File: config.mk
export PLATFORM = sky130hd
export DESIGN_NAME = length_prefixed_message_deframer
export DESIGN_NICKNAME = d
export VERILOG_FILES = /design/src/hw/rtl/lpd_pkg.sv /design/src/hw/rtl/lpd_parse.sv /design/src/hw/rtl/lpd_out_buf.sv /design/src/hw/rtl/length_prefixed_message_deframer.sv
export SDC_FILE = /design/constraint.sdc
export NUM_CORES = 1
export LEC_CHECK = 0
export ABC_AREA = 1
export BUFFER_PORTS_ARGS = -buffer_cell sky130_fd_sc_hd__buf_4
export CAP_MARGIN = 20
export CORE_MARGIN = 4
export CORE_UTILIZATION = 62
export DETAILED_ROUTE_END_ITERATION = 8
export GPL_TIMING_DRIVEN = 0
export PLACE_DENSITY = 0.88
export SKIP_LAST_GASP = 1
export SLEW_MARGIN = 10
export SYNTH_ARGS = -nofsm -noshare
export SYNTH_HDL_FRONTEND = slang
export SYNTH_SLANG_ARGS = --single-unit
File: constraint.sdc
create_clock -name clk -period 3.3 [get_ports clk]
set_clock_uncertainty 0.05 [all_clocks]
set_input_delay 0.165 -clock clk [delete_from_list [all_inputs] [get_ports clk]]
set_output_delay 0.165 -clock clk [all_outputs]
set_load 0.02 [all_outputs]
File: src/hw/rtl/lpd_pkg.sv
// Shared types and constants for the length-prefixed message deframer.
// No dependencies; every other file in hw/rtl refers to this package by scope.
package lpd_pkg;

    localparam int unsigned HEADER_BYTES = 5;
    localparam logic [2:0] HDR_LAST_COUNT = 3'(HEADER_BYTES - 1);
    localparam logic [31:0] LENGTH_SELF = 32'd4;

    typedef enum logic [2:0] {
        PH_HEADER  = 3'b001,
        PH_PAYLOAD = 3'b010,
        PH_DISCARD = 3'b100
    } phase_t;

    typedef enum logic [1:0] {
        KIND_DATA  = 2'd0,
        KIND_EMPTY = 2'd1,
        KIND_ERROR = 2'd2
    } kind_t;

    typedef struct packed {
        logic [7:0] data_byte;
        logic       chunk_end;
    } stream_item_t;

    typedef struct packed {
        kind_t      kind;
        logic [7:0] message_type;
        logic [7:0] payload_byte;
        logic       first_of_message;
        logic       last_of_message;
    } msg_item_t;

endpackage

File: src/hw/rtl/lpd_parse.sv
// Framing state machine: header collection, payload countdown, discard.
// Depends on lpd_pkg for the phase, kind and item types.
module lpd_parse (
    input  logic                 clk,
    input  logic                 rst_n,
    input  logic                 take,
    input  lpd_pkg::stream_item_t item,
    output logic                 res_valid,
    output lpd_pkg::msg_item_t   res
);

    lpd_pkg::phase_t phase_reg, phase_next;
    logic [2:0]      cnt_reg, cnt_next;
    logic [7:0]      type_reg, type_next;
    logic [31:0]     len_reg, len_next;
    logic [31:0]     rem_reg, rem_next;
    logic            first_reg, first_next;

    logic [31:0]     len_shifted;

    assign len_shifted = {len_reg[23:0], item.data_byte};

    always_comb
    begin
        phase_next = phase_reg;
        cnt_next   = cnt_reg;
        type_next  = type_reg;
        len_next   = len_reg;
        rem_next   = rem_reg;
        first_next = first_reg;
        res_valid  = 1'b0;
        res        = '0;
        res.kind         = lpd_pkg::KIND_DATA;
        res.message_type = type_reg;

        case (phase_reg)
            lpd_pkg::PH_DISCARD:
            begin
                if (item.chunk_end)
                begin
                    phase_next = lpd_pkg::PH_HEADER;
                end
            end
            lpd_pkg::PH_PAYLOAD:
            begin
                res_valid            = 1'b1;
                res.payload_byte     = item.data_byte;
                res.first_of_message = first_reg;
                res.last_of_message  = (rem_reg <= 32'd1);
                first_next           = 1'b0;
                if (rem_reg > 32'd1)
                begin
                    rem_next = rem_reg - 32'd1;
                end
                else
                begin
                    rem_next   = '0;
                    phase_next = lpd_pkg::PH_HEADER;
                    first_next = 1'b1;
                end
            end
            default:
            begin
                phase_next = lpd_pkg::PH_HEADER;
                if (cnt_reg == 3'd0)
                begin
                    type_next = item.data_byte;
                    len_next  = '0;
                    cnt_next  = 3'd1;
                end
                else
                begin
                    len_next = len_shifted;
                    if (cnt_reg == lpd_pkg::HDR_LAST_COUNT)
                    begin
                        cnt_next   = 3'd0;
                        first_next = 1'b1;
                        if (len_shifted < lpd_pkg::LENGTH_SELF)
                        begin
                            // drop the rest of the chunk unless this byte ends it
                            res_valid  = 1'b1;
                            res.kind   = lpd_pkg::KIND_ERROR;
                            phase_next = item.chunk_end ? lpd_pkg::PH_HEADER
                                                        : lpd_pkg::PH_DISCARD;
                        end
                        else if (len_shifted == lpd_pkg::LENGTH_SELF)
                        begin
                            res_valid           = 1'b1;
                            res.kind            = lpd_pkg::KIND_EMPTY;
                            res.last_of_message = 1'b1;
                        end
                        else
                        begin
                            rem_next   = len_shifted - lpd_pkg::LENGTH_SELF;
                            phase_next = lpd_pkg::PH_PAYLOAD;
                        end
                    end
                    else
                    begin
                        cnt_next = cnt_reg + 3'd1;
                    end
                end
            end
        endcase
    end

    always_ff @(posedge clk or negedge rst_n)
    begin
        if (!rst_n)
        begin
            phase_reg <= lpd_pkg::PH_HEADER;
            cnt_reg   <= '0;
            type_reg  <= '0;
            len_reg   <= '0;
            rem_reg   <= '0;
            first_reg <= 1'b1;
        end
        else if (take)
        begin
            phase_reg <= phase_next;
            cnt_reg   <= cnt_next;
            type_reg  <= type_next;
            len_reg   <= len_next;
            rem_reg   <= rem_next;
            first_reg <= first_next;
        end
    end

`ifndef SYNTHESIS
    a_payload_has_bytes: assert property (@(posedge clk) disable iff (!rst_n)
        (phase_reg == lpd_pkg::PH_PAYLOAD) |-> (rem_reg != 32'd0))
        else $error("payload phase with no bytes remaining");

    a_count_only_in_header: assert property (@(posedge clk) disable iff (!rst_n)
        (cnt_reg != 3'd0) |-> (phase_reg == lpd_pkg::PH_HEADER))
        else $error("header count set outside header phase");
`endif

endmodule

File: src/hw/rtl/lpd_out_buf.sv
// Two-entry result buffer (output register plus skid register).
// Depends on lpd_pkg for the result item type.
module lpd_out_buf (
    input  logic               clk,
    input  logic               rst_n,
    input  logic               push,
    input  lpd_pkg::msg_item_t push_item,
    output logic               full,
    output logic               msg_valid,
    input  logic               msg_stall,
    output lpd_pkg::msg_item_t msg_item
);

    logic               out_vld_reg, out_vld_next;
    logic               skid_vld_reg, skid_vld_next;
    lpd_pkg::msg_item_t out_reg, out_next;
    lpd_pkg::msg_item_t skid_reg, skid_next;
    logic               pop;

    assign pop       = out_vld_reg && !msg_stall;
    assign full      = skid_vld_reg;
    assign msg_valid = out_vld_reg;
    assign msg_item  = out_reg;

    always_comb
    begin
        out_vld_next  = out_vld_reg;
        skid_vld_next = skid_vld_reg;
        out_next      = out_reg;
        skid_next     = skid_reg;
        if (pop)
        begin
            if (skid_vld_reg)
            begin
                // advance the held result into the output register
                out_next      = skid_reg;
                skid_vld_next = 1'b0;
            end
            else
            begin
                out_vld_next = push;
                out_next     = push_item;
            end
        end
        else if (push)
        begin
            if (!out_vld_reg)
            begin
                out_vld_next = 1'b1;
                out_next     = push_item;
            end
            else
            begin
                skid_vld_next = 1'b1;
                skid_next     = push_item;
            end
        end
    end

    always_ff @(posedge clk or negedge rst_n)
    begin
        if (!rst_n)
        begin
            out_vld_reg  <= 1'b0;
            skid_vld_reg <= 1'b0;
        end
        else
        begin
            out_vld_reg  <= out_vld_next;
            skid_vld_reg <= skid_vld_next;
        end
    end

    always_ff @(posedge clk)
    begin
        out_reg  <= out_next;
        skid_reg <= skid_next;
    end

`ifndef SYNTHESIS
    a_skid_behind_out: assert property (@(posedge clk) disable iff (!rst_n)
        skid_vld_reg |-> out_vld_reg)
        else $error("skid entry held with empty output register");

    a_no_push_when_full: assert property (@(posedge clk) disable iff (!rst_n)
        push |-> !skid_vld_reg)
        else $error("result pushed into a full buffer");
`endif

endmodule

File: src/hw/rtl/length_prefixed_message_deframer.sv
// Length-prefixed message deframer: one input register, the framing logic
// and the result buffer. Depends on lpd_pkg, lpd_parse and lpd_out_buf.
//
// Usage:
//   The stream channel (stream_valid, stream_stall, stream_item) carries one
//   received byte per transfer, with chunk_end set on the last byte of a chunk.
//   Each message is a type byte, a 4-byte big-endian length that counts
//   itself, then the payload. The msg channel (msg_valid, msg_stall, msg_item)
//   delivers one result per payload byte, one empty-message result for a
//   length of four, or one error result for a length below four; after an
//   error, bytes are dropped through the next chunk_end byte.
//   Header bytes other than the last, and dropped bytes, give no result.
//   A transferred byte is held in the input register; its result is then
//   registered in the result buffer and shown on msg_item.
//   Throughput: one byte per cycle, sustained, while msg_stall stays low.
//   When the receiver stalls, the result buffer holds up to two results;
//   stream_stall rises only when both are occupied and a byte is waiting.
//   Reset clears the framing state to the start of a header and empties
//   every register stage.
module length_prefixed_message_deframer (
    input  logic                   clk,
    input  logic                   rst_n,
    input  logic                   stream_valid,
    output logic                   stream_stall,
    input  lpd_pkg::stream_item_t  stream_item,
    output logic                   msg_valid,
    input  logic                   msg_stall,
    output lpd_pkg::msg_item_t     msg_item
);

    logic                  in_vld_reg;
    lpd_pkg::stream_item_t in_reg;
    logic                  buf_full;
    logic                  take;
    logic                  res_valid;
    lpd_pkg::msg_item_t    res;

    assign take         = in_vld_reg && !buf_full;
    assign stream_stall = in_vld_reg && buf_full;

    always_ff @(posedge clk or negedge rst_n)
    begin
        if (!rst_n)
        begin
            in_vld_reg <= 1'b0;
        end
        else if (!stream_stall)
        begin
            in_vld_reg <= stream_valid;
        end
    end

    always_ff @(posedge clk)
    begin
        if (!stream_stall && stream_valid)
        begin
            in_reg <= stream_item;
        end
    end

    lpd_parse u_parse (
        .clk       (clk),
        .rst_n     (rst_n),
        .take      (take),
        .item      (in_reg),
        .res_valid (res_valid),
        .res       (res)
    );

    lpd_out_buf u_out_buf (
        .clk       (clk),
        .rst_n     (rst_n),
        .push      (take && res_valid),
        .push_item (res),
        .full      (buf_full),
        .msg_valid (msg_valid),
        .msg_stall (msg_stall),
        .msg_item  (msg_item)
    );

`ifndef SYNTHESIS
    a_stall_holds_byte: assert property (@(posedge clk) disable iff (!rst_n)
        stream_stall |=> in_vld_reg && $stable(in_reg))
        else $error("waiting input byte lost while stalled");
`endif

endmodule

== Word-level counts from Yosys, hierarchy flattened ==
Cells that the tools add are included.

* Bits of input ports: 13
* Word-level logic and storage cells: 109
* Output and inout port bits: 22
* Flip-flop bits (word level): 123

* Reductions and logical operators: 22
* $add $sub $neg: 3
* Equal/unequal tests: 11
* Mux-type cells: 46
* Bitwise logic cells: 3
* $lt $le $gt $ge: 3

{| class="wikitable"
|+ Operator list
! cell !! count
|-
| $mux W32 || 5
|-
| $mux W20 || 4
|-
| $pmux W32 S2 || 1
|-
| $eq A32 B3 Y1 const B || 1
|-
| $gt A32 B1 Y1 const B || 1
|-
| $le A32 B1 Y1 const B || 1
|-
| $lt A32 B3 Y1 const B || 1
|-
| $sub A32 B1 Y32 const B || 1
|-
| $sub A32 B3 Y32 const B || 1
|-
| $mux W24 || 1
|-
| $mux W3 || 8
|-
| $mux W1 || 17
|-
| $ne A2 B2 Y1 const B || 7
|-
| $mux W2 || 5
|-
| $mux W9 || 1
|-
| $reduce_and A3 Y1 || 3
|-
| $reduce_and A2 Y1 || 4
|-
| $eq A3 B3 Y1 const B || 2
|-
| $pmux W1 S2 || 3
|-
| $pmux W3 S2 || 1
|-
| $reduce_and A6 Y1 || 1
|-
| $reduce_bool A2 Y1 || 3
|-
| $logic_and A1 B1 Y1 || 5
|-
| $reduce_and A4 Y1 || 1
|-
| 6 further kinds || 10
|}

== Depth between registers and ports, before layout ==
Gate-level depths: netlist of the first run.

* Depth after elaboration: 9
* Gate-level depth with buffers: 12
* Depth with buffers taken out: 12

== Hierarchy ==
A second synthesis of the first run with hierarchy kept.

* Cell total of the unflattened synthesis: 915
* Area, all modules: 6969.2 um2

{| class="wikitable"
|+ Modules (own cells, without submodules)
! module !! area each (um2) !! instances !! cells each !! sequential area each (um2)
|-
| lpd_parse || 4977.3 || 1 || 771 || 1779.2
|-
| lpd_out_buf || 1652.8 || 1 || 124 || 1251.2
|-
| length_prefixed_message_deframer || 339.1 || 1 || 20 || 295.3
|}

== Least setup slack after synthesis of the first run ==
No wires, ideal clock.

* Kind: register to register
* From: register in_reg[3] (netlist bit)
* To: register u_out_buf.out_reg, in the netlist u_out_buf.msg_item[0], enable pin
* Buffers on the path: 0
* Path slack: 941 ps
* Setup time: 377 ps
* Period minus slack after synthesis: 2359 ps
* Required time: 2873 ps
* Stages on the path, launching flop included: 11
* Arrival time: 1932 ps
* Cell sequence: edfxtp_1 -> inv_1 -> ha_1 -> inv_1 -> nor2_4 -> nand2_4 -> a21oi_1 -> nand2_1 -> nand2_1 -> nand3_1 -> nand2_1

* Cells in the longest elaborated chain, start to end: 9
* Elaborated cells on any way between the ends: 10
* Those cells by class: order compare (1); eq/ne (1); mux (5); reduce/logical (3)

{| class="wikitable"
|+ Ends and longest elaborated chain
! item !! line !! RTL
|-
| from (decl) || length_prefixed_message_deframer.sv:32 || <nowiki>lpd_pkg::stream_item_t in_reg;</nowiki>
|-
| from (signal assigned) || length_prefixed_message_deframer.sv:57 || <nowiki>in_reg <= stream_item;</nowiki>
|-
| branches (longest 2 deep; another with $lt A32 B3 Y1) || n/a ||
|-
| $mux W1 (*) || lpd_parse.sv:78 || <nowiki>if (len_shifted < lpd_pkg::LENGTH_SELF)</nowiki>
|-
| $mux W1 (*) || lpd_parse.sv:74 || <nowiki>if (cnt_reg == lpd_pkg::HDR_LAST_COUNT)</nowiki>
|-
| $mux W1 (*) || lpd_parse.sv:65 || <nowiki>if (cnt_reg == 3'd0)</nowiki>
|-
| $pmux W1 S2 (*) || lpd_parse.sv:36 || <nowiki>case (phase_reg)</nowiki>
|-
| $logic_and A1 B1 Y1 (*) || length_prefixed_message_deframer.sv:73 || <nowiki>.push (take && res_valid),</nowiki>
|-
| $reduce_bool A2 Y1 (no line) (*) || n/a ||
|-
| $reduce_and A2 Y1 (no line) (*) || n/a ||
|-
| to (signal assigned) || lpd_out_buf.sv:76 || <nowiki>out_reg <= out_next;</nowiki>
|-
| to (decl) || lpd_out_buf.sv:16 || <nowiki>lpd_pkg::msg_item_t out_reg, out_next;</nowiki>
|}

Mark *: on every way between the ends.
A chain may end at the register's enable or synchronous reset.

== Worst setup path after layout of the first run ==
* From: register in_reg[3] (netlist bit)
* To: register u_out_buf.skid_reg[4] (netlist bit), enable pin

* Cells in the longest elaborated chain, start to end: 8
* Elaborated cells on any way between the ends: 9
* Those cells by class: order compare (1); eq/ne (1); mux (5); reduce/logical (2)

{| class="wikitable"
|+ Ends and longest elaborated chain
! item !! line !! RTL
|-
| branches (longest 2 deep; another with $lt A32 B3 Y1) || n/a ||
|-
| $mux W1 (*) || lpd_parse.sv:78 ||
|-
| $mux W1 (*) || lpd_parse.sv:74 ||
|-
| $mux W1 (*) || lpd_parse.sv:65 ||
|-
| $pmux W1 S2 (*) || lpd_parse.sv:36 ||
|-
| $logic_and A1 B1 Y1 (*) || length_prefixed_message_deframer.sv:73 ||
|-
| $reduce_and A3 Y1 (no line) (*) || n/a ||
|-
| to (signal assigned) || lpd_out_buf.sv:77 || <nowiki>skid_reg <= skid_next;</nowiki>
|-
| to (decl) || lpd_out_buf.sv:17 || <nowiki>lpd_pkg::msg_item_t skid_reg, skid_next;</nowiki>
|}

Marked as above.

==> impl_results.md, run 1 <==
- Initial DRT Pass Iterations: 6
- Reg-to-Reg Start: in_reg[3]$_DFFE_PP_
- Largest net degree at the start of global routing: 75
- Comb pwr share: 0.406
- Worst-path cell chain: inv_1 > ha_1 > inv_1 > nor2_4 > nand2_4 > a21oi_1 > nand2_1 > nand2_1 > nand3b_1 > inv_1
- CP Launch Point: in_reg[3]$_DFFE_PP_
- Max reg flops: 32
- Switching pwr: 0.00311 W
- RSZ-0062 raised after global routing: no
- Crit-path leading delay family: buffers and inverters
- Drc violations: 0
- Root Buffer: clkbuf_8
- Yosys warning count: 0
- CP max stage cell: inv_1
- GR Util met1: 0.373
- Clk pwr share: 0.253
- Initial antenna violation count: 0
- Slowest stage delay, CP: slightly below 0.6 ns
- Netlist cell types: a little over 40
- Commonest non-fill, non-tap cell in the layout: nand2_1
- Initial drt markers: 800
- Area grow syn2layout: 16.4%
- IO Count: 35
- Fmax: 0.331 GHz
- Total grt overflow: 0
- CP endpoint kind: flop
- P_int: ~0.0041 W
- Avg Vias per Cell: between 5 and 6
- Nets: 976
- Hold Slack: 0.278 ns
- Met2 usage: 0.539
- Area leader, netlist: dfrtp_1
- CTS H-Tree Depth: 4
- Top_reg_cell synth: dfrtp_1
- Clock Sinks: 123
- TritonCTS buffer count: 17
- Most frequent cells in the layout: nand2_1, nor2_1, inv_1, dfrtp_1, nand3_1
- Share of cells above drive strength 1: 0.116
- Post-Place Cell Area: 0.00730 sq mm
- Worst Tran Pin Value: around 0.97 ns
- Synth async-reset ratio: 0.602
- Final WL: 19,400 um
- Mapped Area: 0.00687 sq mm
- CP Buf/Inv Count: 3
- Starting Density: 0.634
- Final worst path period share: 0.917
- Cells after synthesis: 892
- Vias in the first global route: 6,445
- Met3 usage: 0.0797
- Setup_tns: 0 ns
- Clock transition at path regs: 0.06 ns
- VDD IR max: 0.000532 V
- Final ANT Viol Nets: 0
- Clock Path Buffers: 2
- Final Wtd Congestion: 1.02
- Area fraction of the dominant cell type after synthesis: 0.262
- Post_cts resized: 0
- Busiest metal layer after global routing: met2
- Port Buf Inserts: 34
- Post-Syn Nets: between 900 and 1,000
- Die Ht: 113 um
- Power Density: approximately 910 mW/mm^2
- Critical path depth in cells: 10
- Post-Syn Area per Cell: 7.70 sq um
- Clock Latency Late Sink: 0.54 ns
- Count of final hold-check violations: 0
- Wire per inst: 17.4 um
- Sequential Power Share: 0.341
- Relative slew slack: 0.354
- FP Rows: 38
- Global-route wire length before repair: roughly 32,000 um
- CP required: 3.42 ns
- Hold Buf Count CTS: 12
- R2r worst-path depth: 10
- CTS tree: done
- Crit Path Category: flop to flop
- Vias: about 6,500
- Maximum fanout along the worst path: 20
- Detail Placement HPWL: 13,400 um
- Most used cell, CP: inv_1
- CP arrival: 3.14 ns
- Hold WC Path Type: input pin to asynchronous set/reset pin
- Critical Path Start Type: flop
- Sw Share: 0.429
- Seq cells post-synth: 123
- Design Area, Final: 0.00800 sq mm
- Fillcell total: 800
- Leading post-synthesis cells by cell area: dfrtp_1, edfxtp_1, nand2_1
- Leakage: about 3.7 nW
- Die area: 0.0128 sq mm
- Status: complete, no violations
- Endpoints failing setup: 0
- Post-synth EDFFs: 49
- Post-synthesis sequential area ratio: 0.484
- Core Box Area: around 0.011 sq mm
- Max capacitance violation total: 0
- # diodes: 0
- Horiz. Die Dim: 113 um
- GRT Total Usage: 0.321
- Min Tclk post-route: between 3 and 4 ns
- Max-slew violation count: 0
- Setup bufs post-CTS: 0
area by class of cell:
type / instances / area [sq um] / share of cell area
repair buffers: 46 / 375 / 0.0469
well taps: 140 / 175 / 0.0219
clock inverters: 13 / 153 / 0.0191
multi-input cells: 665 / 3110 / 0.389
inverters: 79 / 297 / 0.0371
flip-flops and latches: 123 / 3330 / 0.416
clock buffers: 19 / 422 / 0.0527
plain buffers: 25 / 140 / 0.0175
kinds of logic after synthesis:
logic type                 synth area share
xor gates and xnor gates             0.0293
AOI/OAI and AO/OA                    0.0907
adders and majority gates            0.0109
DFF                                   0.484
buffers and inverters                0.0635
and+or+nand+nor                       0.322
stage by stage:
stage          utilization  setup WS (ns)  instances  total power, W
6_report             0.738          0.274       1110         0.00725
5_1_grt              0.738         0.0699       1110         0.00774
4_1_cts              0.738          0.290       1110         0.00715
3_5_place_dp         0.674          0.338       1066         0.00527
3_3_place_gp         0.674          0.460       1066         0.00518
2_1_floorplan            -          0.941        892         0.00452
worst register-to-register path, cell delays in order, from the launching register on:
cell and delay (ns):
edfxtp_1 0.42, inv_1 0.29, ha_1 0.30, inv_1 0.10, nor2_4 0.21, nand2_4 0.10, a21oi_1 0.23, nand2_1 0.08
nand2_1 0.14, nand3b_1 0.14, inv_1 0.58
cell usage after synthesis, types with 3 or more instances:
master / instances
o32ai_1: 17
edfxtp_1: 49
nand3_1: 54
nand4_1: 6
nor2_2: 13
nand2_1: 317
o21bai_1: 6
nor2_4: 5
buf_2: 7
buf_6: 4
clkbuf_1: 11
inv_1: 73
dfrtp_1: 72
a21oi_1: 9
o22ai_1: 3
nor2_1: 120
nor3_1: 5
xnor2_1: 7
ha_1: 6
xor2_1: 16
o21ai_1: 28
o21ai_0: 35
inv_2: 5
power by group through the flow:
stage	registers (W)	clock network, W	logic (W)
after floorplan	0.00238	0	0.00214
after global placement	0.00245	0	0.00272
after detailed placement	0.00247	0	0.00281
after CTS	0.00245	0.00183	0.00287
after global routing	0.00253	0.00192	0.00329
final	0.00247	0.00184	0.00294
metal layers:
metal,vias up,part of all wire
met1,3013,0.37
met4,0,0.059
li1,3023,-
met5,-,0
met2,380,0.49
met3,97,0.082
final timing paths:
path                                               endpoint  slack (ns)
max in group asynchronous    u_parse.rem_reg[8]$_DFFE_PN0P_        2.30
max reg2reg                 u_out_buf.skid_reg[4]$_DFFE_PP_        0.27
min reg2reg                u_out_buf.skid_reg[17]$_DFFE_PP_        0.44
min                         u_parse.len_reg[20]$_DFFE_PN0P_        0.28
max                         u_out_buf.skid_reg[4]$_DFFE_PP_        0.27
min in group clk                        in_reg[8]$_DFFE_PP_        0.30
Power figures use the tool's default switching activity.
==> run 2, diff against run 1 <==
- PLACE_DENSITY: 0.88 -> 0.78
- clock period: 3.3 -> 2.81 ns (I/O delays scaled with it)
==> impl_results.md, run 2 (synthesized netlist as in run 1, its figures left out) <==
- Hold WC Path Type: input pin to asynchronous set/reset pin (unchanged)
- Most frequent cells in the layout: nand2_1, nor2_1, dfrtp_1, inv_1, nand3_1 (was nand2_1, nor2_1, inv_1, dfrtp_1, nand3_1)
- VDD IR max: 0.000818 V (was 0.000532 V)
- Commonest non-fill, non-tap cell in the layout: nand2_1 (unchanged)
- Reg-to-Reg Start: in_reg[3]$_DFFE_PP_ (unchanged)
- CP endpoint kind: flop (unchanged)
- Port Buf Inserts: 34 (unchanged)
- Final worst path period share: 0.987 (was 0.917)
- Critical Path Start Type: flop (unchanged)
- Hold Slack: 0.234 ns (was 0.278 ns)
- Wire per inst: 18.5 um (was 17.4 um)
- Global-route wire length before repair: 33,000 um (was 31,800 um)
- Root Buffer: clkbuf_8 (unchanged)
- Starting Density: 0.634 (unchanged)
- Sequential Power Share: 0.338 (was 0.341)
- CP required: 2.99 ns (was 3.42 ns)
- Count of final hold-check violations: 0 (unchanged)
- Switching pwr: 0.00372 W (was 0.00311 W)
- Crit-path leading delay family: simple AND/OR/NAND/NOR gates (was buffers and inverters)
- Final core utilization: 0.744 (was 0.738)
- Relative slew slack: 0.349 (was 0.354)
- Design Area, Final: 0.00806 sq mm (was 0.00800 sq mm)
- P_int: 0.00494 W (was 0.00414 W)
- Vias in the first global route: 6,536 (was 6,445)
- Clock Sinks: 123 (unchanged)
- Post-Place Cell Area: 0.00730 sq mm (unchanged)
- Detail Placement HPWL: 14,700 um (was 13,400 um)
- Max-slew violation count: 0 (unchanged)
- Sw Share: 0.429 (about the same)
- Initial antenna violation count: 1 (was 0)
- Max capacitance violation total: 0 (unchanged)
- Power Density: 1070 mW/mm^2 (was 906 mW/mm^2)
- Initial drt markers: 631 (was 800)
- Initial DRT Pass Iterations: 9 (was 6)
- Largest net degree at the start of global routing: 75 (unchanged)
- CP arrival: 2.96 ns (was 3.14 ns)
- Worst Tran Pin Value: 0.977 ns (was 0.969 ns)
- Total grt overflow: 0 (unchanged)
- Horiz. Die Dim: 113 um (unchanged)
- Final Wtd Congestion: 0.980 (was 1.02)
- Clock transition at path regs: 0.06 ns (about the same)
- R2R Setup Slk: 0.04 ns (was 0.27 ns)
- Final WL: 20,600 um (was 19,400 um)
- Clk pwr share: 0.259 (was 0.253)
- CP Buf/Inv Count: 4 (was 3)
- Clock Latency Late Sink: 0.54 ns (about the same)
- CP max stage cell: edfxtp_1 (was inv_1)
- Endpoints failing setup: 0 (unchanged)
- Slowest stage delay, CP: 0.44 ns (was 0.58 ns)
- Share of cells above drive strength 1: 0.125 (was 0.116)
- Fmax: 0.361 GHz (was 0.331 GHz)
- Nets: 980 (was 976)
- Max reg flops: 32 (unchanged)
- Clock Path Buffers: 2 (unchanged)
- Die Ht: 113 um (unchanged)
- TritonCTS buffer count: 17 (unchanged)
- Most used cell, CP: nand2_1 (was inv_1)
- Crit Reg-Reg Endpoint: u_out_buf.skid_reg[6]$_DFFE_PP_ (was u_out_buf.skid_reg[4]$_DFFE_PP_)
- Core Box Area: 0.0108 sq mm (unchanged)
- Status: complete, no violations (unchanged)
- Maximum fanout along the worst path: 6 (was 20)
- Fillcell total: 803 (was 800)
- Avg Vias per Cell: 5.87 (about the same)
- CTS tree: done (unchanged)
- # diodes: 0 (unchanged)
- IO Count: 35 (unchanged)
- Final ANT Viol Nets: 0 (unchanged)
- Leakage: 3.76 nW (was 3.73 nW)
- Drc violations: 0 (unchanged)
- Comb pwr share: 0.402 (was 0.406)
- Worst-path cell chain: inv_2 > ha_1 > inv_1 > nor2_4 > nand2_4 > a21oi_1 > nand2_1 > nand2_1 > nand3b_1 > buf_4 > clkinvlp_4 (was inv_1 > ha_1 > inv_1 > nor2_4 > nand2_4 > a21oi_1 > nand2_1 > nand2_1 > nand3b_1 > inv_1)
- Crit Path Category: flop to flop (unchanged)
- CTS H-Tree Depth: 4 (unchanged)
- Vias: 6,540 (was 6,513)
- Min Tclk post-route: 2.77 ns (was 3.03 ns)
- Pwr Total: 0.00865 W (was 0.00725 W)
- Die area: 0.0128 sq mm (unchanged)
- Area grow syn2layout: 17.3% (was 16.4%)
- GRT Total Usage: 0.337 (was 0.321)
- FP Rows: 38 (unchanged)
- R2r worst-path depth: 11 (was 10)
==> run 2: cell types whose count changed in the layout (fill, tap and decap cells not counted) <==
cell / change
buf_4: +2
clkbuf_1: -1
clkbuf_8: +3
clkinv_4: +2
clkinvlp_4: -2
inv_1: -3
inv_2: +2
inv_6: +1
nand2_1: -1
nand2_2: +1
==> run 2: how the worst max path moves through the flow <==
stage	cells past startpoint	end	start
2_1_floorplan	10	u_out_buf.msg_item[0]$_DFFE_PP_	in_reg[3]$_DFFE_PP_
3_3_place_gp	10	u_out_buf.msg_item[1]$_DFFE_PP_	in_reg[3]$_DFFE_PP_
3_5_place_dp	10	u_out_buf.msg_item[1]$_DFFE_PP_	in_reg[3]$_DFFE_PP_
4_1_cts	10	u_out_buf.msg_item[4]$_DFFE_PP_	in_reg[3]$_DFFE_PP_
5_1_grt	11	u_out_buf.skid_reg[6]$_DFFE_PP_	in_reg[3]$_DFFE_PP_
6_report	11	u_out_buf.skid_reg[6]$_DFFE_PP_	in_reg[3]$_DFFE_PP_
==> run 2: metal layers <==
layer	vias up	track usage	wire, um
met5	-	0	8
li1	3037	-	-
met4	2	0.131	537
met3	68	0.0893	2070
met2	394	0.550	9810
met1	3039	0.431	8170
==> run 2: power by group through the flow <==
stage,clock network [W],registers (W),logic [W]
global placement,0,0.00289,0.00325
finish,0.00224,0.00293,0.00348
floorplan,0,0.00280,0.00251
detailed placement,0,0.00291,0.00334
global route,0.00233,0.00299,0.00393
CTS,0.00223,0.00290,0.00340
==> run 2: through the flow <==
| step | cells | setup WS (ns) | setup TNS, ns |
|---|---|---|---|
| 2_1_floorplan | 892 | 0.451 | 0 |
| 3_3_place_gp | 1066 | -0.0760 | -2.73 |
| 3_5_place_dp | 1066 | -0.164 | -5.62 |
| 4_1_cts | 1110 | 0.106 | 0 |
| 5_1_grt | 1114 | -0.0259 | -0.168 |
| 6_report | 1114 | 0.0379 | 0 |
==> run 2: layout make-up <==
class | count | area [sq um] | share of cell area
Clock inverter | 11 | 141 | 0.0175
Sequential cell | 123 | 3330 | 0.413
Multi-Input combinational cell | 665 | 3110 | 0.386
Timing Repair Buffer | 48 | 390 | 0.0484
Inverter | 79 | 300 | 0.0373
Buffer | 25 | 140 | 0.0174
Timing Repair inverter | 2 | 15.0 | 0.00186
Tap cell | 140 | 175 | 0.0217
Clock buffer | 21 | 459 | 0.0570
==> run 2: timing repair <==
action / CTS / global route
pin swaps: 0 / 0
gates resized for setup: 2 / 4
gates cloned: 0 / 2
setup endpoints to repair: 40 / 40
hold endpoints to repair: 84 / 0
hold buffers: 12 / 0
buffers inserted: 0 / 2
==> run 3, diff against run 2 <==
- CORE_ASPECT_RATIO: unset -> 0.75
- TNS_END_PERCENT: unset -> 5
==> impl_results.md, run 3 (synthesized netlist as in run 1, its figures left out) <==
- CP endpoint kind: flop (unchanged)
- Hold WC Path Type: input pin to asynchronous set/reset pin (unchanged)
- Die Ht: 99.2 um (was 113 um)
- CP arrival: 2.85 ns (was 2.96 ns)
- Final ANT Viol Nets: 0 (unchanged)
- Starting Density: 0.653 (was 0.634)
- Met3 usage: 0.105 (was 0.0893)
- Final WL: 22,400 um (was 20,600 um)
- Fillcell total: 701 (was 803)
- Design Area, Final: 0.00808 sq mm (was 0.00806 sq mm)
- Pwr Total: 0.00888 W (was 0.00865 W)
- # diodes: 0 (unchanged)
- Initial DRT Pass Iterations: 7 (was 9)
- Commonest non-fill, non-tap cell in the layout: nand2_1 (unchanged)
- Detail Placement HPWL: 15,400 um (was 14,700 um)
- Vias: 6,900 (was 6,540)
- Max capacitance violation total: 0 (unchanged)
- Critical Path Start Type: flop (unchanged)
- Fmax: 0.358 GHz (was 0.361 GHz)
- Root Buffer: clkbuf_16 (was clkbuf_8)
- Nets: 980 (unchanged)
- CTS H-Tree Depth: 4 (unchanged)
- RSZ-0062 raised after global routing: yes
- Initial drt markers: 1,188 (was 631)
- Hold Slack: 0.376 ns (was 0.234 ns)
- Endpoints failing setup: 0 (unchanged)
- Global-route wire length before repair: 35,000 um (was 33,000 um)
- Post-Layout Cell Count: 1,110 (was 1,114)
- CP required: 2.87 ns (was 2.99 ns)
- Slowest stage delay, CP: 0.44 ns (about the same)
- Min Tclk post-route: 2.80 ns (was 2.77 ns)
- Met2 usage: 0.510 (was 0.550)
- Worst-path cell chain: inv_1 > ha_1 > inv_1 > nor2_4 > nand2_4 > a21oi_1 > nand2_1 > nand2_1 > nand3b_1 > buf_4 > clkinvlp_2 (was inv_2 > ha_1 > inv_1 > nor2_4 > nand2_4 > a21oi_1 > nand2_1 > nand2_1 > nand3b_1 > buf_4 > clkinvlp_4)
- Largest net degree at the start of global routing: 75 (unchanged)
- Clock Latency Late Sink: 0.43 ns (was 0.54 ns)
- CTS tree: done (unchanged)
- Maximum fanout along the worst path: 6 (unchanged)
- Final Wtd Congestion: 0.970 (was 0.980)
- Max-slew violation count: 0 (unchanged)
- Crit Path Category: flop to flop (unchanged)
- Max reg flops: 32 (unchanged)
- Leakage: 3.76 nW (about the same)
- Final worst path period share: 0.995 (was 0.987)
- Area grow syn2layout: 17.6% (was 17.3%)
- IO Count: 35 (unchanged)
- Busiest metal layer after global routing: met1 (was met2)
- Final core utilization: 0.767 (was 0.744)
- Worst Tran Pin Value: 1.02 ns (was 0.977 ns)
- Wire per inst: 20.2 um (was 18.5 um)
- VDD IR max: 0.000649 V (was 0.000818 V)
- Power Density: 1100 mW/mm^2 (was 1070 mW/mm^2)
- Clock transition at path regs: 0.06 ns (about the same)
- Status: complete, no violations (unchanged)
- Initial antenna violation count: 0 (was 1)
- Clock Sinks: 123 (unchanged)
- Drc violations: 0 (unchanged)
- Most frequent cells in the layout: nand2_1, nor2_1, inv_1, dfrtp_1, nand3_1 (was nand2_1, nor2_1, dfrtp_1, inv_1, nand3_1)
- TritonCTS buffer count: 17 (unchanged)
- Horiz. Die Dim: 130 um (was 113 um)
- Reg-to-Reg Start: in_reg[4]$_DFFE_PP_ (was in_reg[3]$_DFFE_PP_)
- Total grt overflow: 0 (unchanged)
- Core Box Area: 0.0105 sq mm (was 0.0108 sq mm)
- Clock Path Buffers: 2 (unchanged)
- Post-Place Cell Area: 0.00730 sq mm (about the same)
- GRT Total Usage: 0.356 (was 0.337)
- Die area: 0.0129 sq mm (was 0.0128 sq mm)
- Share of cells above drive strength 1: 0.124 (was 0.125)
- R2R Setup Slk: 0.01 ns (was 0.04 ns)
- Placed Cells incl. Taps: 1,062 (was 1,066)
- Count of final hold-check violations: 0 (unchanged)
- CP max stage cell: edfxtp_1 (unchanged)
- Port Buf Inserts: 34 (unchanged)
- Relative slew slack: 0.317 (was 0.349)
- Vias in the first global route: 6,431 (was 6,536)
- Avg Vias per Cell: 6.22 (was 5.87)
- GR Util met1: 0.527 (was 0.431)
- R2r worst-path depth: 11 (unchanged)
- FP Rows: 32 (was 38)
- Crit Reg-Reg Endpoint: u_out_buf.skid_reg[11]$_DFFE_PP_ (was u_out_buf.skid_reg[6]$_DFFE_PP_)
==> run 3: report_power, final <==
group          internal, W  total [W]  leakage [nW]  switching (W)
Sequential         0.00239    0.00292          1.44       0.000534
Clock              0.00141    0.00231         0.295       0.000899
Combinational      0.00113    0.00365          2.03        0.00252
Total              0.00493    0.00888          3.76        0.00395
==> run 3: repair_timing <==
action / CTS / global route
endpoints found under the hold margin: 84 / 0
cloned: 0 / 2
buffers inserted: 0 / 2
hold buffers: 12 / 0
pin swaps: 0 / 1
endpoints found under the setup margin: 40 / 40
gates resized for setup: 1 / 3
==> run 3: how the worst max path moves through the flow <==
stage                                    from                               end  slack [ns]
final                     in_reg[4]$_DFFE_PP_  u_out_buf.skid_reg[11]$_DFFE_PP_        0.01
after global routing      in_reg[4]$_DFFE_PP_  u_out_buf.skid_reg[14]$_DFFE_PP_       -0.01
after CTS                 in_reg[4]$_DFFE_PP_   u_out_buf.skid_reg[3]$_DFFE_PP_       -0.13
after detailed placement  in_reg[4]$_DFFE_PP_   u_out_buf.msg_item[5]$_DFFE_PP_       -0.18
after global placement    in_reg[4]$_DFFE_PP_   u_out_buf.msg_item[0]$_DFFE_PP_      -0.005
after floorplan           in_reg[3]$_DFFE_PP_   u_out_buf.msg_item[0]$_DFFE_PP_        0.45
==> run 3: metal layers <==
| metal | vias up | wire, um |
|---|---|---|
| met5 | - | 0 |
| met4 | 0 | 680 |
| met3 | 85 | 3370 |
| met2 | 558 | 9380 |
| met1 | 3223 | 8950 |
| li1 | 3034 | - |
==> run 3: area by class of cell <==
| type | instances | area [sq um] | share of cell area |
|---|---|---|---|
| Buffer | 25 | 140 | 0.0173 |
| Clock buffer | 17 | 425 | 0.0526 |
| Clock inverter | 15 | 185 | 0.0229 |
| Inverter | 79 | 300 | 0.0372 |
| Multi-Input combinational cell | 665 | 3120 | 0.386 |
| Sequential cell | 123 | 3330 | 0.412 |
| Tap cell | 136 | 170 | 0.0211 |
| Timing Repair Buffer | 48 | 403 | 0.0499 |
| Timing Repair inverter | 2 | 12.5 | 0.00155 |
==> run 3: metrics by stage <==
step | setup TNS [ns] | setup WS, ns
after floorplan | 0 | 0.451
after global placement | -0.0828 | -0.00519
after detailed placement | -6.40 | -0.181
after CTS | -2.55 | -0.132
after global routing | -0.0411 | -0.0103
final | 0 | 0.0137
==> run 3: critical path: cells and delay by family (launching register included) <==
family	cells	cell delay, ns
buffers and inverters	4	0.74
and+or+nand+nor	5	0.70
DFF	1	0.44
adders and majority gates	1	0.30
AOI/OAI and AO/OA	1	0.24
